<file path="src/rtl/eqsc_pkg.sv">
// ----------------------------------------------------------------------------
// eqsc_pkg
// Shared types and constants of the band equalizer scan controller.
// ----------------------------------------------------------------------------
package eqsc_pkg;

   // fixed geometry of the analyzer front end
   localparam int BAND_COUNT    = 7;
   localparam int SAMPLE_FIELDS = 4;
   localparam int TICK_BITS     = 8;
   localparam int BAND_BITS     = 3;
   localparam int CHAN_BITS     = 3;
   localparam int QCHAN_BITS    = 2;

   // register map, word index of each register
   localparam logic [2:0] REG_ACTIVE_CHANNELS   = 3'd0;
   localparam logic [2:0] REG_RESET_HOLD_TICKS  = 3'd1;
   localparam logic [2:0] REG_STROBE_LEAD_TICKS = 3'd2;
   localparam logic [2:0] REG_SETTLE_TICKS      = 3'd3;
   localparam logic [2:0] REG_STROBE_TAIL_TICKS = 3'd4;

   // register reset values
   localparam logic [CHAN_BITS-1:0] ACTIVE_CHANNELS_RST   = 3'd1;
   localparam logic [TICK_BITS-1:0] RESET_HOLD_TICKS_RST  = 8'd18;
   localparam logic [TICK_BITS-1:0] STROBE_LEAD_TICKS_RST = 8'd54;
   localparam logic [TICK_BITS-1:0] SETTLE_TICKS_RST      = 8'd36;
   localparam logic [TICK_BITS-1:0] STROBE_TAIL_TICKS_RST = 8'd36;

   // scan phases, one-hot
   typedef enum logic [4:0] {
      PH_IDLE   = 5'b00001,
      PH_RESET  = 5'b00010,
      PH_LEAD   = 5'b00100,
      PH_SETTLE = 5'b01000,
      PH_TAIL   = 5'b10000
   } phase_type;

   // phase durations seen by the sequencer
   typedef struct packed {
      logic [TICK_BITS-1:0] reset_hold;
      logic [TICK_BITS-1:0] strobe_lead;
      logic [TICK_BITS-1:0] settle;
      logic [TICK_BITS-1:0] strobe_tail;
   } timing_type;

   // sequencer to lanes and output stage
   typedef struct packed {
      logic                 capture;
      logic                 done;
      logic [BAND_BITS-1:0] band;
      logic                 reset_pin;
      logic                 strobe_pin;
      logic                 busy;
   } seq_ctl_type;

endpackage

</file>
<file path="src/rtl/band_equalizer_scan_controller_top.sv">
// ----------------------------------------------------------------------------
// band_equalizer_scan_controller_top
// Strobe/reset scan controller for seven-band analyzer chips, with
// per-channel band capture and volume averaging.
// ----------------------------------------------------------------------------
// Each request word is one timing tick and each tick returns one response
// word. The block takes a word in every unstalled cycle and answers in the
// next cycle through a registered output stage; req_stall rises only while a
// response is held by rsp_stall. The scan runs in one phase sequencer that
// advances one step per tick; each channel has a lane that stores its seven
// band samples and keeps a running band sum, so the volume at scan end is
// one multiply by the reciprocal of seven. Configuration is written over the
// csr_ port, pready is always high, registers lie at byte address 4*index.
module band_equalizer_scan_controller_top #(
   parameter int MAX_CHANNELS = 4,
   parameter int SAMPLE_BITS  = 12
) (
   input  logic                     clock,
   input  logic                     reset,
   // request channel
   input  logic                     req_valid,
   output logic                     req_stall,
   input  logic                     req_start_scan,
   input  logic [SAMPLE_BITS-1:0]   req_sample_ch0,
   input  logic [SAMPLE_BITS-1:0]   req_sample_ch1,
   input  logic [SAMPLE_BITS-1:0]   req_sample_ch2,
   input  logic [SAMPLE_BITS-1:0]   req_sample_ch3,
   input  logic [1:0]               req_query_channel,
   input  logic [2:0]               req_query_band,
   // response channel
   output logic                     rsp_valid,
   input  logic                     rsp_stall,
   output logic                     rsp_reset_out,
   output logic                     rsp_strobe_out,
   output logic                     rsp_busy_res,
   output logic                     rsp_scan_done,
   output logic [SAMPLE_BITS-1:0]   rsp_band_value,
   output logic [SAMPLE_BITS-1:0]   rsp_channel_volume,
   // configuration port
   input  logic                     csr_psel,
   input  logic                     csr_penable,
   input  logic                     csr_pwrite,
   input  logic [4:0]               csr_paddr,
   input  logic [31:0]              csr_pwdata,
   output logic [31:0]              csr_prdata,
   output logic                     csr_pready
);

   localparam int LANES = (MAX_CHANNELS < eqsc_pkg::SAMPLE_FIELDS) ?
                          MAX_CHANNELS : eqsc_pkg::SAMPLE_FIELDS;

   logic [eqsc_pkg::CHAN_BITS-1:0] active_channels_ff;
   logic [eqsc_pkg::TICK_BITS-1:0] reset_hold_ff;
   logic [eqsc_pkg::TICK_BITS-1:0] strobe_lead_ff;
   logic [eqsc_pkg::TICK_BITS-1:0] settle_ff;
   logic [eqsc_pkg::TICK_BITS-1:0] strobe_tail_ff;

   logic                           cfg_write;
   logic [2:0]                     cfg_index;
   logic                           tick;
   logic [eqsc_pkg::CHAN_BITS-1:0] chan_count;
   eqsc_pkg::timing_type           timing;
   eqsc_pkg::seq_ctl_type          ctl;

   logic [SAMPLE_BITS-1:0] sample_arr [eqsc_pkg::SAMPLE_FIELDS];
   logic [SAMPLE_BITS-1:0] lane_band  [eqsc_pkg::SAMPLE_FIELDS];
   logic [SAMPLE_BITS-1:0] lane_vol   [eqsc_pkg::SAMPLE_FIELDS];
   logic [SAMPLE_BITS-1:0] band_value;
   logic [SAMPLE_BITS-1:0] channel_volume;

   logic                   rsp_valid_ff;
   logic                   reset_out_ff;
   logic                   strobe_out_ff;
   logic                   busy_res_ff;
   logic                   scan_done_ff;
   logic [SAMPLE_BITS-1:0] band_value_ff;
   logic [SAMPLE_BITS-1:0] channel_volume_ff;

   // configuration write decode
   assign csr_pready = 1'b1;
   assign cfg_write  = csr_psel && csr_penable && csr_pwrite && csr_pready;
   assign cfg_index  = csr_paddr[4:2];

   always_ff @(posedge clock) begin
      if (reset) begin
         active_channels_ff <= eqsc_pkg::ACTIVE_CHANNELS_RST;
         reset_hold_ff      <= eqsc_pkg::RESET_HOLD_TICKS_RST;
         strobe_lead_ff     <= eqsc_pkg::STROBE_LEAD_TICKS_RST;
         settle_ff          <= eqsc_pkg::SETTLE_TICKS_RST;
         strobe_tail_ff     <= eqsc_pkg::STROBE_TAIL_TICKS_RST;
      end else if (cfg_write) begin
         unique case (cfg_index)
            eqsc_pkg::REG_ACTIVE_CHANNELS:
               active_channels_ff <= csr_pwdata[eqsc_pkg::CHAN_BITS-1:0];
            eqsc_pkg::REG_RESET_HOLD_TICKS:
               reset_hold_ff <= csr_pwdata[eqsc_pkg::TICK_BITS-1:0];
            eqsc_pkg::REG_STROBE_LEAD_TICKS:
               strobe_lead_ff <= csr_pwdata[eqsc_pkg::TICK_BITS-1:0];
            eqsc_pkg::REG_SETTLE_TICKS:
               settle_ff <= csr_pwdata[eqsc_pkg::TICK_BITS-1:0];
            eqsc_pkg::REG_STROBE_TAIL_TICKS:
               strobe_tail_ff <= csr_pwdata[eqsc_pkg::TICK_BITS-1:0];
            default: ;
         endcase
      end
   end

   // configuration read
   always_comb begin
      unique case (cfg_index)
         eqsc_pkg::REG_ACTIVE_CHANNELS:   csr_prdata = 32'(active_channels_ff);
         eqsc_pkg::REG_RESET_HOLD_TICKS:  csr_prdata = 32'(reset_hold_ff);
         eqsc_pkg::REG_STROBE_LEAD_TICKS: csr_prdata = 32'(strobe_lead_ff);
         eqsc_pkg::REG_SETTLE_TICKS:      csr_prdata = 32'(settle_ff);
         eqsc_pkg::REG_STROBE_TAIL_TICKS: csr_prdata = 32'(strobe_tail_ff);
         default:                         csr_prdata = '0;
      endcase
   end

   // active channel count clamped to the lanes built
   assign chan_count = (active_channels_ff > eqsc_pkg::CHAN_BITS'(LANES)) ?
                       eqsc_pkg::CHAN_BITS'(LANES) : active_channels_ff;

   assign timing.reset_hold  = reset_hold_ff;
   assign timing.strobe_lead = strobe_lead_ff;
   assign timing.settle      = settle_ff;
   assign timing.strobe_tail = strobe_tail_ff;

   // a word enters whenever the output register is free or draining
   assign req_stall = rsp_valid_ff && rsp_stall;
   assign tick      = req_valid && !req_stall;

   eqsc_sequencer u_sequencer (
      .clock      (clock),
      .reset      (reset),
      .tick       (tick),
      .start_scan (req_start_scan),
      .timing     (timing),
      .ctl        (ctl)
   );

   assign sample_arr[0] = req_sample_ch0;
   assign sample_arr[1] = req_sample_ch1;
   assign sample_arr[2] = req_sample_ch2;
   assign sample_arr[3] = req_sample_ch3;

   // one lane per channel, unused slots read zero
   for (genvar l = 0; l < eqsc_pkg::SAMPLE_FIELDS; l++) begin : g_lane
      if (l < LANES) begin : g_on
         eqsc_lane #(
            .SAMPLE_BITS (SAMPLE_BITS)
         ) u_lane (
            .clock      (clock),
            .reset      (reset),
            .tick       (tick),
            .ctl        (ctl),
            .active     (eqsc_pkg::CHAN_BITS'(l) < chan_count),
            .sample     (sample_arr[l]),
            .query_band (req_query_band),
            .rd_band    (lane_band[l]),
            .rd_vol     (lane_vol[l])
         );
      end else begin : g_off
         assign lane_band[l] = '0;
         assign lane_vol[l]  = '0;
      end
   end

   eqsc_query_merge #(
      .SAMPLE_BITS (SAMPLE_BITS)
   ) u_merge (
      .lane_band      (lane_band),
      .lane_vol       (lane_vol),
      .query_channel  (req_query_channel),
      .chan_count     (chan_count),
      .band_value     (band_value),
      .channel_volume (channel_volume)
   );

   // output register
   always_ff @(posedge clock) begin
      if (reset) begin
         rsp_valid_ff <= 1'b0;
      end else if (!req_stall) begin
         rsp_valid_ff <= req_valid;
      end
   end

   always_ff @(posedge clock) begin
      if (tick) begin
         reset_out_ff      <= ctl.reset_pin;
         strobe_out_ff     <= ctl.strobe_pin;
         busy_res_ff       <= ctl.busy;
         scan_done_ff      <= ctl.done;
         band_value_ff     <= band_value;
         channel_volume_ff <= channel_volume;
      end
   end

   assign rsp_valid          = rsp_valid_ff;
   assign rsp_reset_out      = reset_out_ff;
   assign rsp_strobe_out     = strobe_out_ff;
   assign rsp_busy_res       = busy_res_ff;
   assign rsp_scan_done      = scan_done_ff;
   assign rsp_band_value     = band_value_ff;
   assign rsp_channel_volume = channel_volume_ff;

endmodule

</file>
<file path="src/rtl/eqsc_sequencer.sv">
// ----------------------------------------------------------------------------
// eqsc_sequencer
// Phase state machine that drives the analyzer pins and times the captures.
// ----------------------------------------------------------------------------
module eqsc_sequencer (
   input  logic                   clock,
   input  logic                   reset,
   input  logic                   tick,
   input  logic                   start_scan,
   input  eqsc_pkg::timing_type   timing,
   output eqsc_pkg::seq_ctl_type  ctl
);

   eqsc_pkg::phase_type                phase_ff, phase_in;
   logic [eqsc_pkg::TICK_BITS-1:0]     ticks_ff, ticks_in;
   logic [eqsc_pkg::BAND_BITS-1:0]     band_ff, band_in;
   logic [eqsc_pkg::TICK_BITS-1:0]     dur_raw;
   logic [eqsc_pkg::TICK_BITS-1:0]     dur;
   logic                               capture;
   logic                               done;

   // duration of the current phase, zero counts as one tick
   always_comb begin
      unique case (phase_ff)
         eqsc_pkg::PH_RESET:  dur_raw = timing.reset_hold;
         eqsc_pkg::PH_LEAD:   dur_raw = timing.strobe_lead;
         eqsc_pkg::PH_SETTLE: dur_raw = timing.settle;
         default:             dur_raw = timing.strobe_tail;
      endcase
      dur = (dur_raw == '0) ? eqsc_pkg::TICK_BITS'(1) : dur_raw;
   end

   // next phase
   always_comb begin
      phase_in = phase_ff;
      ticks_in = ticks_ff;
      band_in  = band_ff;
      capture  = 1'b0;
      done     = 1'b0;
      unique case (phase_ff)
         eqsc_pkg::PH_IDLE: begin
            if (start_scan) begin
               phase_in = eqsc_pkg::PH_RESET;
               ticks_in = eqsc_pkg::TICK_BITS'(1);
               band_in  = '0;
            end
         end
         default: begin
            if (ticks_ff < dur) begin
               ticks_in = ticks_ff + eqsc_pkg::TICK_BITS'(1);
            end else begin
               ticks_in = eqsc_pkg::TICK_BITS'(1);
               unique case (phase_ff)
                  eqsc_pkg::PH_RESET: begin
                     phase_in = eqsc_pkg::PH_LEAD;
                  end
                  eqsc_pkg::PH_LEAD: begin
                     phase_in = eqsc_pkg::PH_SETTLE;
                     band_in  = '0;
                  end
                  eqsc_pkg::PH_SETTLE: begin
                     phase_in = eqsc_pkg::PH_TAIL;
                     capture  = 1'b1;
                  end
                  default: begin
                     if (band_ff < eqsc_pkg::BAND_BITS'(eqsc_pkg::BAND_COUNT - 1)) begin
                        phase_in = eqsc_pkg::PH_SETTLE;
                        band_in  = band_ff + eqsc_pkg::BAND_BITS'(1);
                     end else begin
                        phase_in = eqsc_pkg::PH_IDLE;
                        ticks_in = '0;
                        band_in  = '0;
                        done     = 1'b1;
                     end
                  end
               endcase
            end
         end
      endcase
   end

   // state registers, advance once per accepted tick
   always_ff @(posedge clock) begin
      if (reset) begin
         phase_ff <= eqsc_pkg::PH_IDLE;
         ticks_ff <= '0;
         band_ff  <= '0;
      end else if (tick) begin
         phase_ff <= phase_in;
         ticks_ff <= ticks_in;
         band_ff  <= band_in;
      end
   end

   // control word, pin levels follow the phase after this tick
   always_comb begin
      ctl.capture    = capture;
      ctl.done       = done;
      ctl.band       = band_ff;
      ctl.reset_pin  = (phase_in == eqsc_pkg::PH_RESET);
      ctl.strobe_pin = (phase_in == eqsc_pkg::PH_LEAD) || (phase_in == eqsc_pkg::PH_TAIL);
      ctl.busy       = (phase_in != eqsc_pkg::PH_IDLE);
   end

endmodule

</file>
<file path="src/rtl/eqsc_lane.sv">
// ----------------------------------------------------------------------------
// eqsc_lane
// One analyzer channel: band samples, running band sum and volume.
// ----------------------------------------------------------------------------
module eqsc_lane #(
   parameter int SAMPLE_BITS = 12
) (
   input  logic                                clock,
   input  logic                                reset,
   input  logic                                tick,
   input  eqsc_pkg::seq_ctl_type               ctl,
   input  logic                                active,
   input  logic [SAMPLE_BITS-1:0]              sample,
   input  logic [eqsc_pkg::BAND_BITS-1:0]      query_band,
   output logic [SAMPLE_BITS-1:0]              rd_band,
   output logic [SAMPLE_BITS-1:0]              rd_vol
);

   // sum of seven samples, and a reciprocal of seven exact over that range
   localparam int SUM_BITS   = SAMPLE_BITS + 3;
   localparam int DIV_SHIFT  = SUM_BITS + 3;
   localparam int RECIP_BITS = DIV_SHIFT - 2;
   localparam int RECIP_INT  = ((1 << DIV_SHIFT) + 6) / 7;
   localparam int PROD_BITS  = SUM_BITS + RECIP_BITS;
   localparam logic [RECIP_BITS-1:0] RECIP = RECIP_BITS'(RECIP_INT);

   logic [SAMPLE_BITS-1:0] band_ff [eqsc_pkg::BAND_COUNT];
   logic [SAMPLE_BITS-1:0] band_in [eqsc_pkg::BAND_COUNT];
   logic [SUM_BITS-1:0]    sum_ff, sum_in;
   logic [SAMPLE_BITS-1:0] vol_ff, vol_in;
   logic [SAMPLE_BITS-1:0] old_sample;
   logic [PROD_BITS-1:0]   prod;
   logic                   write_en;

   assign write_en = ctl.capture && active;

   // band samples with this tick's capture forwarded
   always_comb begin
      for (int b = 0; b < eqsc_pkg::BAND_COUNT; b++) begin
         band_in[b] = (write_en && (ctl.band == eqsc_pkg::BAND_BITS'(b))) ? sample : band_ff[b];
      end
   end

   // running sum tracks the stored samples, old value out, new value in
   assign old_sample = band_ff[ctl.band];
   assign sum_in = write_en ?
                   (sum_ff - SUM_BITS'(old_sample) + SUM_BITS'(sample)) : sum_ff;

   // divide by seven through the reciprocal
   assign prod   = PROD_BITS'(sum_ff) * PROD_BITS'(RECIP);
   assign vol_in = (ctl.done && active) ? prod[DIV_SHIFT +: SAMPLE_BITS] : vol_ff;

   always_ff @(posedge clock) begin
      if (reset) begin
         for (int b = 0; b < eqsc_pkg::BAND_COUNT; b++) begin
            band_ff[b] <= '0;
         end
         sum_ff <= '0;
         vol_ff <= '0;
      end else if (tick) begin
         for (int b = 0; b < eqsc_pkg::BAND_COUNT; b++) begin
            band_ff[b] <= band_in[b];
         end
         sum_ff <= sum_in;
         vol_ff <= vol_in;
      end
   end

   // query read of the updated values, band seven reads zero
   assign rd_band = (query_band < eqsc_pkg::BAND_BITS'(eqsc_pkg::BAND_COUNT)) ?
                    band_in[query_band] : '0;
   assign rd_vol  = vol_in;

endmodule

</file>
<file path="src/rtl/eqsc_query_merge.sv">
// ----------------------------------------------------------------------------
// eqsc_query_merge
// Picks the queried channel out of the lanes, zero for inactive channels.
// ----------------------------------------------------------------------------
module eqsc_query_merge #(
   parameter int SAMPLE_BITS = 12
) (
   input  logic [SAMPLE_BITS-1:0]            lane_band [eqsc_pkg::SAMPLE_FIELDS],
   input  logic [SAMPLE_BITS-1:0]            lane_vol  [eqsc_pkg::SAMPLE_FIELDS],
   input  logic [eqsc_pkg::QCHAN_BITS-1:0]   query_channel,
   input  logic [eqsc_pkg::CHAN_BITS-1:0]    chan_count,
   output logic [SAMPLE_BITS-1:0]            band_value,
   output logic [SAMPLE_BITS-1:0]            channel_volume
);

   logic in_range;

   // channel must lie below the active count
   assign in_range = eqsc_pkg::CHAN_BITS'(query_channel) < chan_count;

   assign band_value     = in_range ? lane_band[query_channel] : '0;
   assign channel_volume = in_range ? lane_vol[query_channel]  : '0;

endmodule

</file>
<file path="config.mk">
export PLATFORM = sky130hd
export DESIGN_NAME = band_equalizer_scan_controller_top
export DESIGN_NICKNAME = d
export VERILOG_FILES = /design/src/rtl/eqsc_pkg.sv /design/src/rtl/band_equalizer_scan_controller_top.sv /design/src/rtl/eqsc_sequencer.sv /design/src/rtl/eqsc_lane.sv /design/src/rtl/eqsc_query_merge.sv
export SDC_FILE = /design/constraint.sdc
export NUM_CORES = 2
export LEC_CHECK = 0
export BUFFER_PORTS_ARGS = -buffer_cell sky130_fd_sc_hd__buf_4
export CAP_MARGIN = 20
export CORE_MARGIN = 2
export CORE_UTILIZATION = 65
export DETAILED_ROUTE_END_ITERATION = 10
export PLACE_DENSITY = 0.89
export SYNTH_ARGS = -nofsm -noshare
export SYNTH_HDL_FRONTEND = slang
export SYNTH_SLANG_ARGS = --single-unit
export TNS_END_PERCENT = 100
</file>
<file path="constraint.sdc">
create_clock -name clock -period 14.7 [get_ports clock]
set_clock_uncertainty 0.2 [all_clocks]
set_input_delay 0.735 -clock clock [delete_from_list [all_inputs] [get_ports clock]]
set_output_delay 0.735 -clock clock [all_outputs]
set_load 0.1 [all_outputs]
</file>
---- Word-level counts from Yosys, hierarchy flattened ----
Memories as Yosys holds them, arrays and structs flattened. A register that Yosys moved wholly into a read port is not among the register bits.
Cells that the tools add are included.
storage, ports and cells
  register bits after elaboration ......... 188
  bits in writable memories ............... 336
  input bits .............................. 98
  output and inout bits ................... 63
  word-level logic and storage cells ...... 282
  memories kept ........................... 4
cells by class
  add/sub/neg operators ................... 10
  multipliers ............................. 4
  $lt $le $gt $ge ......................... 11
  eq/ne operators ......................... 21
  multiplexer cells ....................... 121
  bitwise gates (word level) .............. 30
  reductions and logical operators ........ 58
memories
  name                           depth  bits a word  rd ports  clocked after memory_dff  write ports  RTL line         text
  g_lane[0].g_on.u_lane.band_ff  7      12           8         1                         7            eqsc_lane.sv:27  logic [SAMPLE_BITS-1:0] band_ff [eqsc_pkg::BAND_COUNT];
  g_lane[1].g_on.u_lane.band_ff  7      12           8         1                         7            eqsc_lane.sv:27
  g_lane[2].g_on.u_lane.band_ff  7      12           8         1                         7            eqsc_lane.sv:27
  g_lane[3].g_on.u_lane.band_ff  7      12           8         1                         7            eqsc_lane.sv:27
operators by type and width
  operator                                             number
  2-to-1 mux 12 bit                                    76
  binary-select mux 12 bit (select 3 bit)              4
  multiplier 15 x 15 -> 29 bit, second input constant  4
  adder 15 x 12 -> 15 bit                              4
  subtractor 15 x 12 -> 15 bit                         4
  binary-select mux 12 bit (select 2 bit)              2
  logical AND 1 bit                                    40
  2-to-1 mux 8 bit                                     5
  case mux 8 bit (5 select lines)                      1
  2-to-1 mux 3 bit                                     13
  OR 1 bit                                             28
  case mux 8 bit (3 select lines)                      1
  AND reduction 2 bit                                  10
  2-to-1 mux 5 bit                                     3
  case mux 5 bit (3 select lines)                      1
  2-to-1 mux 1 bit                                     13
  equality test 3 x 2 -> 1 bit, second input constant  4
  equality test 3 bit, second input constant           4
  equality test 5 x 2 -> 1 bit, second input constant  2
  equality test 5 x 3 -> 1 bit, second input constant  2
  adder 8 x 1 -> 8 bit, second input constant          1
  logical NOT 8 bit                                    1
  less-than comparator 8 bit                           1
  equality test 3 x 1 -> 1 bit, second input constant  2
  24 further kinds                                     29

---- Longest topological paths before layout ----
  word-level depth ........................ 17
  mapped depth ............................ 22
  mapped depth without buffers ............ 20

---- Modules after synthesis ----
A second synthesis with hierarchy kept.
unflattened totals
  cell total of the unflattened synthesis .. 4,652
  area total of the unflattened synthesis .. 46,153.0 sq um
modules (own cells, without submodules)
  module                              times used  cells an instance  area each (sq um)  sequential area each (sq um)
  eqsc_lane (g_lane[0].g_on.u_lane)   1           1,022              10,308.6           3,062.9
  eqsc_lane (g_lane[2].g_on.u_lane)   1           1,056              10,276.1           3,062.9
  eqsc_lane (g_lane[1].g_on.u_lane)   1           1,037              10,192.3           3,062.9
  eqsc_lane (g_lane[3].g_on.u_lane)   1           1,037              10,163.5           3,062.9
  band_equalizer_scan_controller_top  1           241                2,864.0            1,561.5
  eqsc_sequencer                      1           196                1,496.4            320.3
  eqsc_query_merge                    1           63                 852.1              0.0

---- Worst setup path after synthesis ----
Ideal clock, no wire load.
  kind .................................... register to register
  from .................................... register rsp_valid_ff, in the netlist rsp_valid
  to ...................................... memory g_lane[0].g_on.u_lane.band_ff[0][0], enable pin
  library setup time ...................... 2.495 ns
  arrival ................................. 7.002 ns
  required time ........................... 12.005 ns
  setup slack ............................. 5.003 ns
  cell stages (with the launch flop) ...... 5
  path buffers ............................ 1
  period minus slack after synthesis ...... 9.697 ns
  cells stage by stage .................... dfxtp_1 > nand2_1 > nand2_1 > clkbuf_1 > nand2_1
RTL lines
  what                      RTL line                                   text
  start: declaration        band_equalizer_scan_controller_top.sv:71   logic rsp_valid_ff;
  start signal: assignment  band_equalizer_scan_controller_top.sv:185  rsp_valid_ff <= req_valid;
  end: declaration          eqsc_lane.sv:27

---- Worst setup path after layout ----
  from .................................... register g_lane[0].g_on.u_lane.sum_ff[12]
  to ...................................... register channel_volume_ff[6], in the netlist rsp_channel_volume[6], data pin
between the ends
  longest elaborated chain between the ends .. 5
ends and longest elaborated chain
  what                                                   RTL line                                   text
  start: declaration                                     eqsc_lane.sv:29                            logic [SUM_BITS-1:0] sum_ff, sum_in;
  start signal: assignment                               eqsc_lane.sv:64                            sum_ff <= sum_in;
  multiplier 15 x 15 -> 29 bit                           eqsc_lane.sv:50                            assign prod = PROD_BITS'(sum_ff) * PROD_BITS'(RECIP);
  2-to-1 mux 12 bit                                      eqsc_lane.sv:51                            assign vol_in = (ctl.done && active) ? prod[DIV_SHIFT +: SAMPLE_BITS] : vol_ff;
  binary-select mux 12 bit (select 2 bit)                eqsc_query_merge.sv:22                     assign channel_volume = in_range ? lane_vol[query_channel] : '0;
  2-to-1 mux 12 bit (not written as such) (2 in series)  eqsc_query_merge.sv:22
  end signal: assignment                                 band_equalizer_scan_controller_top.sv:196  channel_volume_ff <= channel_volume;
  end: declaration                                       band_equalizer_scan_controller_top.sv:77   logic [SAMPLE_BITS-1:0] channel_volume_ff;
No other way between the ends. The select of a mux whose other input is x is not followed.
A chain may end at the register's enable or synchronous reset.

==> flow_summary_export.csv <==
group,metric,value,unit
floorplanning,start_util,65.6,%
logic_synthesis,synth_cells,4635,
sta,fin_crit_sh,46.7,%
floorplanning,die_width,267,microns
worst_setup_path,path_class,"reg -> reg",
clock_network,h-tree-depth,2,
logic_synthesis,async_flop_share,0,%
power,p_leak,0.0219,uW
place,place_congestion,0.967,
detailed_routing,wl_per_cell,24.2,microns
place,portBuffers,109,
detailed_routing,dr_total_vias,37900,
logic_synthesis,synth.most_common_cell,"nor2_1",
detailed_routing,firstDrtPassIters,8,
place,post-dp-hpwl,93.1,mm
logic_synthesis,synth_compound_area_share,11.3,%
clock_network,clock_sinks,527,
global_routing,grt.overflow.total,0,
global_routing,grt_pass1_wl,209,mm
logic_synthesis,ys_ff_latch,527,
global_routing,grt_antenna_before_repair,11,
power,power.density,85.4,mW/mm^2
worst_setup_path,worst_setup_path_end_kind,"flip-flop",
logic_synthesis,synth_area_per_cell,9.71,sq um
finish,num-nets-final,5430,
power,irDropWorstVdd,0.141,mV
logic_synthesis,yosys_warnings,0,
clock_network,postCtsResizedCells,0,
detailed_routing,ant_nets,0,
logic_synthesis,syn_area,0.0450,sq mm
logic_synthesis,synth_top_family_by_area,"adder cells",
worst_setup_path,cp-start-kind,"flip-flop",
logic_synthesis,synth-edff-count,364,
sta,drv_slew,0,
finish,drive_gt1_share,10.2,%
worst_setup_path,cp.arrival,7.06,ns
floorplanning,io_pins,161,
logic_synthesis,synthXorXnorAreaFrac,1.85,%
clock_network,worstSkewPairLatency,0.66,ns
global_routing,grt_pass1_vias,38000,
global_routing,grt_util_all_layers,37.7,%
sta,finalCriticalPeriod,6.86,ns
logic_synthesis,post-synth-top-area-cell,"edfxtp_1",
sta,fmax,0.146,GHz
global_routing,grt_max_degree,254,
sta,fin_tns_setup,0,ns
logic_synthesis,synth_fa_ha_area_share,22.6,%
detailed_routing,first_iter_violations,5496,
clock_network,cts_buffers,57,
sta,finalHoldViolations,0,
logic_synthesis,yosys.area_share.simple,11.9,%
logic_synthesis,synth_area_leaders,"edfxtp_1 24%, ha_1 14%, mux2i_1 8.9%, fa_1 8.2%, dfxtp_1 7.3%",
floorplanning,core-area,0.0686,sq mm
power,power,4140,uW
outcome,outcome,"complete, no violations",
flow_run,max-cap-violations,0,
min_path,hold_class,"in -> reg",
clock_network,cts_tree,"yes",
sta,rsz0062_at_grt,"false",
clock_network,postCtsHoldBufs,0,
logic_synthesis,ys_types,100,
worst_setup_path,worstPathRequired,14.90,ns
detailed_routing,drt-total-wl,136,mm
finish,fillers,4490,
floorplanning,rows,96,
logic_synthesis,synth_common_cells,"634 x nor2_1, 518 x ha_1, 490 x inv_1",
logic_synthesis,synthMuxAreaShare,13.8,%
clock_network,clock_path_buffers,3,
worst_setup_path,cp_max_fo,7,
floorplanning,dieArea,0.0713,sq mm
clock_network,cts_setup_buffers,0,
clock_network,clkTransAtPathRegs,0.06,ns
sta,relSlewSlack,4.19,%
clock_network,clockRootBuffer,"clkbuf_16",
finish,area_growth,7.73,%
sta,worst_pin_slew,1.44,ns
detailed_routing,drc,0,
logic_synthesis,synth.top_cell.area_share,24.3,%
floorplanning,die_h,267,microns
logic_synthesis,ys_seq_area_share,31.6,%
detailed_routing,viasPerCell,6.74,
sta,finalSetupViolations,0,
logic_synthesis,synth_top_flop_cell,"edfxtp_1",
[per-stage QoR]
| stage | hold slack, ns | area, sq um | cells | worst slack [ns] | utilization, % |
|---|---|---|---|---|---|
| after floorplan | 0.234 | 45100 | 4658 | 5.00 | - |
| after global routing | 0.123 | 48500 | 5613 | 7.71 | 70.7 |
| after detailed placement | 0.246 | 46300 | 5500 | 8.08 | 67.6 |
| after CTS | 0.111 | 48400 | 5608 | 8.02 | 70.6 |
| final | 0.117 | 48500 | 5614 | 7.84 | 70.7 |
| after global placement | 0.240 | 46300 | 5500 | 8.15 | 67.6 |
[routing by layer]
metal | GRT usage, % | routed length [microns]
met3 | 10.9 | 18700
met4 | 25.5 | 10800
met1 | 45.7 | 47000
met5 | 0 | 111
met2 | 58.6 | 59300
[path summary, 6_finish.rpt]
| kind | slack [ns] | cells after the start | from | to |
|---|---|---|---|---|
| max | 7.84 | 20 | g_lane[0].g_on.u_lane.sum_ff[12] | rsp_channel_volume[6] |
| min | 0.12 | 2 | req_valid | rsp_valid |
| max reg2reg | 7.84 | 20 | g_lane[0].g_on.u_lane.sum_ff[12] | rsp_channel_volume[6] |
| min reg2reg | 0.26 | 2 | g_lane[3].g_on.u_lane.vol_ff[8] | g_lane[3].g_on.u_lane.vol_ff[8] |
[logic make-up after synthesis]
kind of cell             Yosys count
flip-flops                       527
buffers and inverters            753
AO/OA/AOI/OAI                    785
multiplexers                     534
adder cells (fa/ha/maj)          702
XOR/XNOR                          95
AND/OR/NAND/NOR                 1237
other                              2
[registers in the layout (all words and copies together) (netlist names), named ones only]
name	cells
g_lane.g_on.u_lane.band_ff	336
g_lane.g_on.u_lane.sum_ff	60
g_lane.g_on.u_lane.vol_ff	48
rsp_band_value	12
rsp_channel_volume	12
reset_hold_ff	8
settle_ff	8
strobe_lead_ff	8
strobe_tail_ff	8
u_sequencer.ticks_ff	8
u_sequencer.phase_ff	5
active_channels_ff	3
u_sequencer.band_ff	3
rsp_busy_res	1
rsp_reset_out	1
rsp_scan_done	1
rsp_strobe_out	1
rsp_valid	1
[area by class of cell]
cell class                 count  area (sq um)  area share, %
antenna                        4          10.0         0.0207
clock buffer                  59          1460           3.00
clock inverter                49           631           1.30
inverter                     494          1860           3.83
multi-input combinational   3378         27800           57.4
sequential                   527         14200           29.3
tap                          931          1160           2.40
timing repair buffer         172          1330           2.75
[critical path, cell delays in order, from the launching register on]
cell      delay (ns)
dfxtp_1         0.49
ha_1            0.31
ha_1            0.29
ha_1            0.30
fa_1            0.54
inv_1           0.05
fa_1            0.48
inv_1           0.05
fa_1            0.46
ha_1            0.31
a21oi_1         0.10
nand3_1         0.08
a31oi_1         0.10
nor4_1          0.74
nor2_1          0.20
o21a_1          0.26
o311ai_0        0.86
nand2_1         0.12
a21oi_1         0.27
a21oi_1         0.07
o221ai_1        0.34
[power breakdown]
| part | internal, uW | switching [uW] |
|---|---|---|
| Clock | 942 | 686 |
| Sequential | 1680 | 52.5 |
| Combinational | 267 | 513 |
| Total | 2890 | 1250 |
[cells in the final DEF, fill, tap and decap left out, types with 15 or more instances in the layout]
cell       instances
nor2_1           631
ha_1             518
inv_1            490
mux2i_1          399
edfxtp_1         364
nand2_1          304
a21oi_1          250
fa_1             184
buf_4            167
o21ai_0          160
dfxtp_1          160
mux2_2            72
nand3_1           66
xnor2_1           66
mux4_2            63
nor3_1            61
clkbuf_16         58
a211oi_1          41
and3_1            33
a21o_1            31
xor2_1            29
o22ai_1           26
o21a_1            25
a31oi_1           25
conb_1            25
nor2b_1           21
or3_1             21
a22oi_1           20
o211ai_1          20
o21ai_1           15
Power figures use the tool's default switching activity.
